[config.mk]
export PLATFORM = sky130hd
export DESIGN_NAME = hsv_to_rgb_converter_core
export DESIGN_NICKNAME = d
export VERILOG_FILES = /design/src/hsv2rgb_pkg.sv /design/src/hsv2rgb_sector.sv /design/src/hsv2rgb_level.sv /design/src/hsv2rgb_mix.sv /design/src/hsv_to_rgb_converter_core.sv
export SDC_FILE = /design/constraint.sdc
export NUM_CORES = 2
export LEC_CHECK = 0
export ABC_AREA = 1
export BUFFER_PORTS_ARGS = -buffer_cell sky130_fd_sc_hd__buf_2
export CAP_MARGIN = 15
export CORE_ASPECT_RATIO = 1.75
export CORE_MARGIN = 2
export CORE_UTILIZATION = 55
export CTS_CLUSTER_SIZE = 10
export DETAILED_ROUTE_END_ITERATION = 10
export GPL_TIMING_DRIVEN = 0
export MAX_ROUTING_LAYER = met4
export PLACE_DENSITY = 0.73
export SLEW_MARGIN = 25
export SYNTH_ARGS = -nofsm -noshare
export SYNTH_HDL_FRONTEND = slang
export SYNTH_SLANG_ARGS = --single-unit
[constraint.sdc]
create_clock -name i_clk -period 6.4 [get_ports i_clk]
set_clock_uncertainty 0.2 [all_clocks]
set_input_delay 0.32 -clock i_clk [delete_from_list [all_inputs] [get_ports i_clk]]
set_output_delay 0.32 -clock i_clk [all_outputs]
set_load 0.01 [all_outputs]
[src/hsv2rgb_pkg.sv]
// Shared types and constants for the HSV to RGB converter pipeline.
// Used by every module under src; has no dependencies of its own.
`default_nettype none

package hsv2rgb_pkg;

    // Field widths
    localparam int HUE_W    = 15;
    localparam int UNIT_W   = 9;
    localparam int CHAN_W   = 8;
    localparam int SECTOR_W = 4;
    localparam int REM_W    = 12;
    localparam int INNER_W  = 20;
    localparam int LEVEL_W  = 28;

    // Fixed-point constants: one sector is 60 degrees at 64 units per degree
    localparam logic [HUE_W-1:0]   SECTOR_UNITS = 15'd3840;
    localparam logic [HUE_W-1:0]   FULL_CIRCLE  = 15'd23040;
    localparam logic [UNIT_W-1:0]  UNIT_ONE     = 9'd256;
    localparam logic [INNER_W-1:0] INNER_ONE    = 20'd983040;
    localparam int                 NUM_BOUNDS   = 8;

    // Sector codes (anything above the last named one uses the magenta row)
    localparam logic [SECTOR_W-1:0] SEC_RED_YEL = 4'd0;
    localparam logic [SECTOR_W-1:0] SEC_YEL_GRN = 4'd1;
    localparam logic [SECTOR_W-1:0] SEC_GRN_CYN = 4'd2;
    localparam logic [SECTOR_W-1:0] SEC_CYN_BLU = 4'd3;
    localparam logic [SECTOR_W-1:0] SEC_BLU_MAG = 4'd4;

    // Beat between the sector splitter and the level multipliers
    typedef struct packed {
        logic [SECTOR_W-1:0] sector;
        logic [REM_W-1:0]    rem;
        logic [UNIT_W-1:0]   sat;
        logic [UNIT_W-1:0]   bri;
    } t_sector_beat;

    // Beat between the level multipliers and the channel mixer
    typedef struct packed {
        logic [SECTOR_W-1:0] sector;
        logic [LEVEL_W-1:0]  lvl_v;
        logic [LEVEL_W-1:0]  lvl_p;
        logic [LEVEL_W-1:0]  lvl_q;
        logic [LEVEL_W-1:0]  lvl_t;
    } t_level_beat;

    // Hue at the start of a sector (constant multiply, shifts and adds)
    function automatic logic [HUE_W-1:0] sector_base(input logic [SECTOR_W-1:0] sec);
        logic [HUE_W-1:0] base;
        base = HUE_W'(sec) * SECTOR_UNITS;
        return base;
    endfunction

endpackage

`default_nettype wire

[src/hsv2rgb_sector.sv]
// Two-stage front end: clamps the inputs, finds the 60-degree sector and
// the remainder within it. Depends on hsv2rgb_pkg.
`default_nettype none

module hsv2rgb_sector
    import hsv2rgb_pkg::*;
(
    input  wire logic               i_clk,
    input  wire logic               i_rst_n,
    input  wire logic               i_valid,
    output      logic               o_ready,
    input  wire logic [HUE_W-1:0]   i_hue,
    input  wire logic [UNIT_W-1:0]  i_sat,
    input  wire logic [UNIT_W-1:0]  i_bri,
    output      logic               o_valid,
    input  wire logic               i_ready,
    output      t_sector_beat       o_beat
);

    logic                r_v1, r_v2;
    logic                w_rdy1, w_rdy2;
    logic [HUE_W-1:0]    r_h1;
    logic [SECTOR_W-1:0] r_sec1;
    logic [UNIT_W-1:0]   r_s1, r_b1;
    t_sector_beat        r_beat2;

    logic [HUE_W-1:0]    n_h1;
    logic [SECTOR_W-1:0] n_sec1;
    logic [UNIT_W-1:0]   n_s1, n_b1;
    logic [REM_W-1:0]    n_rem2;

    // Each stage moves when it is empty or the next one moves
    assign w_rdy2  = !r_v2 || i_ready;
    assign w_rdy1  = !r_v1 || w_rdy2;
    assign o_ready = w_rdy1;

    // Stage 1: clamp, fold full circle to zero, count sector bounds passed
    always_comb begin
        n_s1 = (i_sat > UNIT_ONE) ? UNIT_ONE : i_sat;
        n_b1 = (i_bri > UNIT_ONE) ? UNIT_ONE : i_bri;
        n_h1 = (i_hue == FULL_CIRCLE) ? '0 : i_hue;
        n_sec1 = '0;
        for (int k = 1; k <= NUM_BOUNDS; k++) begin
            n_sec1 = n_sec1 + SECTOR_W'(n_h1 >= HUE_W'(k * SECTOR_UNITS));
        end
    end

    // Stage 2: remainder within the sector
    assign n_rem2 = REM_W'(r_h1 - sector_base(r_sec1));

    always_ff @(posedge i_clk) begin
        if (!i_rst_n) begin
            r_v1 <= 1'b0;
            r_v2 <= 1'b0;
        end else begin
            if (w_rdy1) r_v1 <= i_valid;
            if (w_rdy2) r_v2 <= r_v1;
        end
    end

    always_ff @(posedge i_clk) begin
        if (w_rdy1 && i_valid) begin
            r_h1   <= n_h1;
            r_sec1 <= n_sec1;
            r_s1   <= n_s1;
            r_b1   <= n_b1;
        end
        if (w_rdy2 && r_v1) begin
            r_beat2.sector <= r_sec1;
            r_beat2.rem    <= n_rem2;
            r_beat2.sat    <= r_s1;
            r_beat2.bri    <= r_b1;
        end
    end

    assign o_valid = r_v2;
    assign o_beat  = r_beat2;

    // The remainder always lies inside one sector
    a_rem_range: assert property (@(posedge i_clk) disable iff (!i_rst_n)
        r_v2 |-> (r_beat2.rem < REM_W'(SECTOR_UNITS)))
        else $error("sector remainder out of range");

    // A 15-bit hue passes at most eight sector bounds
    a_sec_range: assert property (@(posedge i_clk) disable iff (!i_rst_n)
        r_v1 |-> (r_sec1 <= SECTOR_W'(NUM_BOUNDS)))
        else $error("sector code out of range");

endmodule

`default_nettype wire

[src/hsv2rgb_level.sv]
// Two multiply stages: builds the p, q and t inner terms from saturation,
// then scales all four by brightness. Depends on hsv2rgb_pkg.
`default_nettype none

module hsv2rgb_level
    import hsv2rgb_pkg::*;
(
    input  wire logic         i_clk,
    input  wire logic         i_rst_n,
    input  wire logic         i_valid,
    output      logic         o_ready,
    input  wire t_sector_beat i_beat,
    output      logic         o_valid,
    input  wire logic         i_ready,
    output      t_level_beat  o_beat
);

    localparam int PROD_W = INNER_W + 1;
    localparam int WIDE_W = INNER_W + UNIT_W;

    logic                r_v3, r_v4;
    logic                w_rdy3, w_rdy4;
    logic [SECTOR_W-1:0] r_sec3;
    logic [UNIT_W-1:0]   r_b3;
    logic [INNER_W-1:0]  r_in_p3, r_in_q3, r_in_t3;
    t_level_beat         r_beat4;

    logic [REM_W-1:0]    w_xt;
    logic [PROD_W-1:0]   w_prod_p, w_prod_q, w_prod_t;
    logic [WIDE_W-1:0]   w_lv, w_lp, w_lq, w_lt;

    assign w_rdy4  = !r_v4 || i_ready;
    assign w_rdy3  = !r_v3 || w_rdy4;
    assign o_ready = w_rdy3;

    // Stage 3: saturation times sector fraction, subtracted from one
    assign w_xt     = REM_W'(SECTOR_UNITS) - i_beat.rem;
    assign w_prod_p = PROD_W'(i_beat.sat) * PROD_W'(SECTOR_UNITS);
    assign w_prod_q = PROD_W'(i_beat.sat) * PROD_W'(i_beat.rem);
    assign w_prod_t = PROD_W'(i_beat.sat) * PROD_W'(w_xt);

    // Stage 4: brightness times each inner term
    assign w_lv = WIDE_W'(r_b3) * WIDE_W'(INNER_ONE);
    assign w_lp = WIDE_W'(r_b3) * WIDE_W'(r_in_p3);
    assign w_lq = WIDE_W'(r_b3) * WIDE_W'(r_in_q3);
    assign w_lt = WIDE_W'(r_b3) * WIDE_W'(r_in_t3);

    always_ff @(posedge i_clk) begin
        if (!i_rst_n) begin
            r_v3 <= 1'b0;
            r_v4 <= 1'b0;
        end else begin
            if (w_rdy3) r_v3 <= i_valid;
            if (w_rdy4) r_v4 <= r_v3;
        end
    end

    always_ff @(posedge i_clk) begin
        if (w_rdy3 && i_valid) begin
            r_sec3  <= i_beat.sector;
            r_b3    <= i_beat.bri;
            r_in_p3 <= INNER_W'(PROD_W'(INNER_ONE) - w_prod_p);
            r_in_q3 <= INNER_W'(PROD_W'(INNER_ONE) - w_prod_q);
            r_in_t3 <= INNER_W'(PROD_W'(INNER_ONE) - w_prod_t);
        end
        if (w_rdy4 && r_v3) begin
            r_beat4.sector <= r_sec3;
            r_beat4.lvl_v  <= LEVEL_W'(w_lv);
            r_beat4.lvl_p  <= LEVEL_W'(w_lp);
            r_beat4.lvl_q  <= LEVEL_W'(w_lq);
            r_beat4.lvl_t  <= LEVEL_W'(w_lt);
        end
    end

    assign o_valid = r_v4;
    assign o_beat  = r_beat4;

    // No channel level may exceed full brightness
    a_level_max: assert property (@(posedge i_clk) disable iff (!i_rst_n)
        r_v4 |-> (r_beat4.lvl_p <= r_beat4.lvl_v && r_beat4.lvl_q <= r_beat4.lvl_v
                  && r_beat4.lvl_t <= r_beat4.lvl_v))
        else $error("channel level above value level");

endmodule

`default_nettype wire

[src/hsv2rgb_mix.sv]
// Output stage: scales each level to 0..255 and routes value, p, q and t
// to red, green and blue by sector. Depends on hsv2rgb_pkg.
`default_nettype none

module hsv2rgb_mix
    import hsv2rgb_pkg::*;
(
    input  wire logic              i_clk,
    input  wire logic              i_rst_n,
    input  wire logic              i_valid,
    output      logic              o_ready,
    input  wire t_level_beat       i_beat,
    output      logic              o_valid,
    input  wire logic              i_ready,
    output      logic [CHAN_W-1:0] o_red,
    output      logic [CHAN_W-1:0] o_green,
    output      logic [CHAN_W-1:0] o_blue
);

    localparam int SCALE_W = 32;

    logic               r_v5;
    logic               w_rdy5;
    logic [CHAN_W-1:0]  r_red, r_green, r_blue;
    logic [CHAN_W-1:0]  w_cv, w_cp, w_cq, w_ct;
    logic [CHAN_W-1:0]  n_red, n_green, n_blue;

    // 255 / (256*256*3840) = 17 / 2^24: times 17, keep the top byte
    function automatic logic [CHAN_W-1:0] to_chan(input logic [LEVEL_W-1:0] lvl);
        logic [SCALE_W-1:0] x17;
        x17 = SCALE_W'({lvl, 4'b0000}) + SCALE_W'(lvl);
        return x17[SCALE_W-1 -: CHAN_W];
    endfunction

    assign w_rdy5  = !r_v5 || i_ready;
    assign o_ready = w_rdy5;

    assign w_cv = to_chan(i_beat.lvl_v);
    assign w_cp = to_chan(i_beat.lvl_p);
    assign w_cq = to_chan(i_beat.lvl_q);
    assign w_ct = to_chan(i_beat.lvl_t);

    // Six-case sector table; out-of-range hue falls into the magenta row
    always_comb begin
        case (i_beat.sector)
            SEC_RED_YEL: begin n_red = w_cv; n_green = w_ct; n_blue = w_cp; end
            SEC_YEL_GRN: begin n_red = w_cq; n_green = w_cv; n_blue = w_cp; end
            SEC_GRN_CYN: begin n_red = w_cp; n_green = w_cv; n_blue = w_ct; end
            SEC_CYN_BLU: begin n_red = w_cp; n_green = w_cq; n_blue = w_cv; end
            SEC_BLU_MAG: begin n_red = w_ct; n_green = w_cp; n_blue = w_cv; end
            default:     begin n_red = w_cv; n_green = w_cp; n_blue = w_cq; end
        endcase
    end

    always_ff @(posedge i_clk) begin
        if (!i_rst_n) begin
            r_v5 <= 1'b0;
        end else if (w_rdy5) begin
            r_v5 <= i_valid;
        end
    end

    always_ff @(posedge i_clk) begin
        if (w_rdy5 && i_valid) begin
            r_red   <= n_red;
            r_green <= n_green;
            r_blue  <= n_blue;
        end
    end

    assign o_valid = r_v5;
    assign o_red   = r_red;
    assign o_green = r_green;
    assign o_blue  = r_blue;

endmodule

`default_nettype wire

[src/hsv_to_rgb_converter_core.sv]
// HSV to RGB converter, top level: streams HSV beats in and RGB beats out.
// Instantiates hsv2rgb_sector, hsv2rgb_level and hsv2rgb_mix; uses hsv2rgb_pkg.
//
// Input channel (s_*): one HSV color per beat. Hue is degrees times 64
// (0..23040, 23040 folds to 0), saturation and brightness in 1/256 units;
// values above 256 clamp to 256. Output channel (m_*): one 8-bit RGB
// color per beat, each channel floor(255 * level).
// Pipeline: one register per stage from an accepted input beat to its
// output beat (clamp/sector, remainder, saturation multiply,
// brightness multiply, scale and route).
// Throughput: one beat per cycle while i_m_tready is high; every stage
// holds one beat and moves whenever it is empty or the stage after it moves.
// Stall: when i_m_tready is low the output beat holds; upstream stages keep
// accepting until all five are full, then o_s_tready drops. No beat is
// lost or repeated.
// Reset (synchronous, active low) empties the pipeline; there is no other
// state and no configuration.
`default_nettype none

module hsv_to_rgb_converter_core
    import hsv2rgb_pkg::*;
(
    input  wire logic        i_clk,
    input  wire logic        i_rst_n,
    // Input stream
    input  wire logic        i_s_tvalid,
    output      logic        o_s_tready,
    input  wire logic [39:0] i_s_tdata,  // hue[14:0], saturation[23:15], brightness[32:24]
    // Output stream
    output      logic        o_m_tvalid,
    input  wire logic        i_m_tready,
    output      logic [23:0] o_m_tdata   // red[7:0], green[15:8], blue[23:16]
);

    logic         w_sec_valid, w_sec_ready;
    t_sector_beat w_sec_beat;
    logic         w_lvl_valid, w_lvl_ready;
    t_level_beat  w_lvl_beat;
    logic [CHAN_W-1:0] w_red, w_green, w_blue;

    // Clamp and sector split
    hsv2rgb_sector u_sector (
        .i_clk   (i_clk),
        .i_rst_n (i_rst_n),
        .i_valid (i_s_tvalid),
        .o_ready (o_s_tready),
        .i_hue   (i_s_tdata[HUE_W-1:0]),
        .i_sat   (i_s_tdata[HUE_W +: UNIT_W]),
        .i_bri   (i_s_tdata[HUE_W+UNIT_W +: UNIT_W]),
        .o_valid (w_sec_valid),
        .i_ready (w_sec_ready),
        .o_beat  (w_sec_beat)
    );

    // Inner terms and brightness scaling
    hsv2rgb_level u_level (
        .i_clk   (i_clk),
        .i_rst_n (i_rst_n),
        .i_valid (w_sec_valid),
        .o_ready (w_sec_ready),
        .i_beat  (w_sec_beat),
        .o_valid (w_lvl_valid),
        .i_ready (w_lvl_ready),
        .o_beat  (w_lvl_beat)
    );

    // Channel scaling, routing and output register
    hsv2rgb_mix u_mix (
        .i_clk   (i_clk),
        .i_rst_n (i_rst_n),
        .i_valid (w_lvl_valid),
        .o_ready (w_lvl_ready),
        .i_beat  (w_lvl_beat),
        .o_valid (o_m_tvalid),
        .i_ready (i_m_tready),
        .o_red   (w_red),
        .o_green (w_green),
        .o_blue  (w_blue)
    );

    assign o_m_tdata = {w_blue, w_green, w_red};

    // Zero saturation must give grey at the output
    a_grey_path: assert property (@(posedge i_clk) disable iff (!i_rst_n)
        (w_lvl_valid && w_lvl_ready && w_lvl_beat.lvl_p == w_lvl_beat.lvl_v
         && w_lvl_beat.lvl_q == w_lvl_beat.lvl_v && w_lvl_beat.lvl_t == w_lvl_beat.lvl_v)
        |=> (w_red == w_green && w_green == w_blue))
        else $error("equal levels did not give grey");

endmodule

`default_nettype wire
== Word level (Yosys, flattened, before mapping) ==
Cells that the tools add are included.

* Register bits: 270
* Input bits: 44
* Output and inout port bits: 26

* Add/subtract/negate cells: 16
* Multipliers: 8
* Order comparisons: 10
* Eq/ne operators: 5
* Multiplexer cells: 4
* Reductions and logical operators: 20

{| class="wikitable"
|+ Operator list
! cell !! count
|-
| adder 32 x 28 -> 32 bit || 4
|-
| multiplier 9 x 20 -> 28 bit || 3
|-
| case mux 8 bit (3 select lines) || 3
|-
| >= comparator 15 bit, second input constant || 4
|-
| subtractor 20 bit, first input constant || 3
|-
| multiplier 9 x 12 -> 20 bit || 2
|-
| >= comparator 15 x 14 -> 1 bit, second input constant || 2
|-
| adder 4 x 1 -> 4 bit || 6
|-
| multiplier 9 x 4 -> 12 bit, second input constant || 2
|-
| > comparator 9 bit, second input constant || 2
|-
| == test 15 bit, second input constant || 1
|-
| >= comparator 15 x 12 -> 1 bit, second input constant || 1
|-
| >= comparator 15 x 13 -> 1 bit, second input constant || 1
|-
| 2-to-1 mux 15 bit || 1
|-
| subtractor 12 bit || 1
|-
| subtractor 12 bit, first input constant || 1
|-
| == test 4 x 2 -> 1 bit, second input constant || 2
|-
| OR reduction 2 bit || 4
|-
| logical AND 1 bit || 5
|-
| zero test 1 bit || 5
|-
| logical OR 1 bit || 5
|-
| == test 4 x 1 -> 1 bit, second input constant || 1
|-
| == test 4 x 3 -> 1 bit, second input constant || 1
|-
| zero test 4 bit || 1
|-
| 2 further kinds || 2
|}

== Longest topological paths before layout ==
* Depth in word-level cells: 10
* Mapped depth: 31
* Mapped depth without buffers: 30

== Cells and area by module ==
Synthesis repeated with hierarchy kept, for this count alone.

* Cell total of the unflattened synthesis: 5172
* Area total of the unflattened synthesis: 39485.4 um^2

{| class="wikitable"
|+ By module, submodules not included
! module !! instances !! cells each !! area each (um^2) !! sequential area each (um^2)
|-
| hsv2rgb_level || 1 || 3517 || 29137.9 || 4694.5
|-
| hsv2rgb_mix || 1 || 1429 || 7437.1 || 740.7
|-
| hsv2rgb_sector || 1 || 226 || 2910.3 || 2082.0
|}

== Worst setup path after synthesis ==
OpenSTA, ideal clock, no wires.

* Path type: register -> register
* From: register u_sector.r_beat2, in the netlist u_sector.o_beat[18]
* To: register u_level.r_in_t3[17], data pin
* Setup time: 0.253 ns
* Arrival: 5.119 ns
* Setup slack: 0.828 ns
* Cell stages (with the launch flop): 29
* Period minus slack after synthesis: 5.572 ns
* Cell sequence: edfxtp_1 > clkbuf_1 > inv_1 > ha_1 > inv_1 > nor3_2 > inv_1 > nor2_2 > nand2_1 > nor2_1 > inv_1 > nand3_2 > xor2_2 > inv_2 > nor2_1 > fa_1 > inv_1 > fa_1 > fa_1 > fa_1 > ha_1 > ha_1 > nand2_1 > nor3_1 > a21oi_1 > o21bai_1 > nand2_1 > nand3_1 > nand2_1

* Cells in the longest elaborated chain, start to end: 3

{| class="wikitable"
|+ RTL lines
! what !! RTL line !! RTL
|-
| from (decl) || hsv2rgb_sector.sv:25 || <nowiki>t_sector_beat r_beat2;</nowiki>
|-
| subtractor 12 bit || hsv2rgb_level.sv:37 || <nowiki>assign w_xt = REM_W'(SECTOR_UNITS) - i_beat.rem;</nowiki>
|-
| multiplier 9 x 12 -> 20 bit || hsv2rgb_level.sv:40 || <nowiki>assign w_prod_t = PROD_W'(i_beat.sat) * PROD_W'(w_xt);</nowiki>
|-
| subtractor 20 bit || hsv2rgb_level.sv:64 || <nowiki>r_in_t3 <= INNER_W'(PROD_W'(INNER_ONE) - w_prod_t);</nowiki>
|-
| to (signal assigned) || hsv2rgb_level.sv:64 ||
|-
| to (decl) || hsv2rgb_level.sv:25 || <nowiki>logic [INNER_W-1:0] r_in_p3, r_in_q3, r_in_t3;</nowiki>
|}

No other way between the ends.
A chain may end at the register's enable or synchronous reset.

== Worst setup path after layout ==
* From: register u_level.r_b3[8]
* To: register u_level.r_beat4, in the netlist u_level.o_beat[50], data pin

* Cells in the longest elaborated chain, start to end: 1

{| class="wikitable"
|+ RTL lines
! what !! RTL line !! RTL
|-
| from (decl) || hsv2rgb_level.sv:24 || <nowiki>logic [UNIT_W-1:0] r_b3;</nowiki>
|-
| from (signal assigned) || hsv2rgb_level.sv:61 || <nowiki>r_b3 <= i_beat.bri;</nowiki>
|-
| multiplier 9 x 20 -> 28 bit || hsv2rgb_level.sv:45 || <nowiki>assign w_lq = WIDE_W'(r_b3) * WIDE_W'(r_in_q3);</nowiki>
|-
| via u_level.w_lq[22] || hsv2rgb_level.sv:30 || <nowiki>logic [WIDE_W-1:0] w_lv, w_lp, w_lq, w_lt;</nowiki>
|-
| to (decl) || hsv2rgb_level.sv:26 || <nowiki>t_level_beat r_beat4;</nowiki>
|}

The timed path passes the listed nets, and every way through them passes these cells.

==> key figures <==
Synthesis
  • Leading area contributor after synthesis: fa_1
  • Sequential fraction of the synthesis area: 0.202
  • Synth Net Count: 5,581
  • Synthesized flop and latch total: 252
  • Yosys cell types: 52
  • Post-synth EDFFs: 247
  • Synth warnings: 0
  • Top cell type's share of synthesized area: 0.265
  • Top post-synthesis cells by area: fa_1 (26%), edfxtp_1 (20%), nand2_1 (13%)
  • Synth Instances: 4,690
  • Synth async-reset ratio: 0
  • Synth Cell Area: 37,300 sq um
  • Top_reg_cell synth: edfxtp_1
  • Syn Area/Cell: 7.95 sq um

Detailed routing
  • Post-route antenna net violation count: 0
  • DR WL/cell: 18.0 um
  • # DRC: 0
  • Via density: 5.33
  • Initial drt markers: 1,457
  • Vias after detailed routing: 30,566
  • WL final: 103,000 um
  • DR pass1 iterations: 6

Placement
  • Buffers added on ports: 62
  • Hpwl dp: 86,900 um
  • Routability cong.: 1.01

STA
  • Post-layout min period: 6.13 ns
  • Tightest Pin Transition: 1.08 ns
  • Max_slew headroom: 0.280
  • Final Cycle Share: 0.957
  • Setup TNS: 0 ns
  • RSZ-0062 raised after global routing: false
  • Final Max Tran Viols: 0
  • Final Setup Violations: 0
  • Min Hold Slack: 0.0569 ns
  • Final Hold Vio Count: 0
  • Peak Freq: 163 MHz

Finish
  • Synth-to-layout area growth: 7.57%
  • Fillcell total: 6,174
  • Fin nets: 5,713
  • Proportion of layout cells with a drive suffix above 1: 0.0333

Flow run
  • Max Cap Violations: 0

CTS
  • Worst skew pair latency: 0.62 ns
  • Reg clk slew, reported paths: 0.06 ns
  • Post-CTS setup buffer count: 0
  • CTS Root Cell: clkbuf_16
  • CTS tree: yes
  • CTS Buffer Depth: 3
  • CTS H-Tree Depth: 1
  • CTS buffer count: 31
  • Clock Sinks: 252

Global routing
  • Vias in the first global route: 32,493
  • Global route overflow: 0
  • First-pass GRT wire length: 165,000 um
  • Largest net degree at the start of global routing: 63
  • Antenna violations before repair: 1
  • GRT Total Usage: 0.313

Floorplan
  • Die Ht: 348 um
  • Top Ports: 70
  • Total Die Area: 70,000 sq um
  • Site Rows: 126
  • Core area: 67,300 sq um
  • Starting density of the core: 0.554
  • Die width: 201 um

Setup path
  • CP Data Required Time: 6.56 ns
  • Crit Path Max Fanout: 10
  • CP Capture Type: flop
  • CP arrival: 6.29 ns
  • Startpoint types: flop
  • Critical path class: flop to flop

Run status
  • Outcome: finished, final reports clean

Hold path
  • HP Class: input pin to flop
==> layer usage <==
metal  vias to the layer above  global-route usage  wire length, um
li1                      14542                   -                -
met1                     14619               0.286            33200
met2                       967               0.588            55400
met3                       438              0.0293             4480
met4                         0               0.250            10200
met5                         -                   -                0
==> flip-flops by register name (all words and copies together) (netlist names) <==
register and cells:
u_sector.o_valid 1, u_sector.r_s1 9, u_level.r_in_q3 19, u_level.r_v3 1, u_level.o_beat 91, u_level.r_in_p3 12
u_sector.o_beat 34, u_mix.o_valid 1, u_level.o_valid 1, u_level.r_sec3 4, u_level.r_b3 9, u_mix.o_green 8
u_sector.r_sec1 4, u_mix.o_blue 8, u_mix.o_red 8, u_sector.r_v1 1, u_level.r_in_t3 20, u_sector.r_h1 12
u_sector.r_b1 9
==> cells in the final DEF (no fill, tap or decap), types with 66 or more instances in the layout <==
| master | Yosys | layout |
|---|---|---|
| fa_1 | 493 | 493 |
| edfxtp_1 | 247 | 247 |
| o21ai_0 | 66 | 66 |
| clkbuf_1 | 127 | 132 |
| a21oi_1 | 167 | 165 |
| inv_1 | 1105 | 1103 |
| xor2_1 | 87 | 87 |
| nand2_1 | 1264 | 1262 |
| nand3_1 | 206 | 206 |
| nor2_1 | 248 | 245 |
| ha_1 | 354 | 352 |
==> worst paths after layout <==
path | start | endpoint | slack (ns) | cells past startpoint
worst min register to register | u_sector.r_s1[5]$_SDFFCE_PN0P_ | u_sector.o_beat[14]$_DFFE_PP_ | 0.21 | 0
worst max-delay path | u_level.r_b3[8]$_DFFE_PP_ | u_level.o_beat[50]$_DFFE_PP_ | 0.27 | 16
worst min-delay path | i_s_tvalid | u_sector.r_s1[6]$_SDFFCE_PN0P_ | 0.06 | 3
worst max register to register | u_level.r_b3[8]$_DFFE_PP_ | u_level.o_beat[50]$_DFFE_PP_ | 0.27 | 16
==> what timing repair did <==
item                                    in CTS  in global routing
endpoints found under the hold margin       35                  0
resized for setup                            2                 16
endpoints found under the setup margin      10                 26
cloned                                       0                  0
hold buffers                                33                  0
==> cell usage after synthesis, types with 5 or more instances <==
cell / number
dfxtp_1: 5
o21ai_0: 66
a21o_1: 12
o211ai_1: 6
edfxtp_1: 247
o21a_1: 5
nor3b_1: 6
or2_2: 5
inv_1: 1105
ha_1: 354
nand2_1: 1264
buf_1: 19
nor3_1: 29
xor2_1: 87
nor2_1: 248
nor2_2: 6
clkbuf_1: 127
o21bai_1: 21
xnor2_1: 45
inv_2: 5
fa_1: 493
o31ai_1: 9
o21ai_1: 7
a31oi_1: 9
a21oi_1: 167
nand4_1: 64
nand3_1: 206
nor4_1: 9
nand3b_1: 22
==> stage by stage <==
step                setup slack, ns  cell area [sq um]  std cells   util
finish                        0.275              40100       5735  0.596
floorplan                     0.828              37300       4690      -
CTS                          0.0555              40100       5735  0.595
detailed placement           -0.116              38900       5653  0.577
global placement             -0.136              38700       5648  0.575
global route                0.00144              40100       5735  0.596
==> critical path, cell delays in order, from the launching register on <==
cell	delay, ns
edfxtp_1	0.50
clkbuf_1	0.64
clkbuf_2	0.46
clkbuf_2	0.44
nand2_1	0.17
fa_1	0.43
fa_1	0.52
inv_1	0.05
fa_1	0.49
fa_1	0.45
ha_1	0.36
a21oi_1	0.23
o21ai_0	0.16
a21oi_1	0.29
o21ai_0	0.20
a21oi_1	0.20
xnor2_1	0.08
==> kinds of logic (layout without fill, tap and decap cells) <==
logic type / after synthesis / after routing / synth area share
AO/OA/AOI/OAI: 315 / 315 / 0.0473
buffers and inverters: 1261 / 1409 / 0.127
AND/OR/NAND/NOR: 1881 / 1881 / 0.209
other: 0 / 1 / 0
flip-flops: 252 / 252 / 0.202
XOR/XNOR: 134 / 134 / 0.0319
adder cells (fa/ha/maj): 847 / 847 / 0.383
==> cell type report <==
type	instances	area, sq um	area share
flip-flops and latches	252	7520	0.187
plain buffers	148	567	0.0141
repair buffers	100	756	0.0188
multi-input cells	3177	25100	0.626
inverters	1112	4180	0.104
clock inverters	7	38.8	0.000967
diodes	1	2.50	0.0000624
clock buffers	42	827	0.0206
well taps	896	1120	0.0279
Power is left out: the tool's default activity adds up to more than one toggle a clock period on the data nets, which glitch-free logic cannot reach.
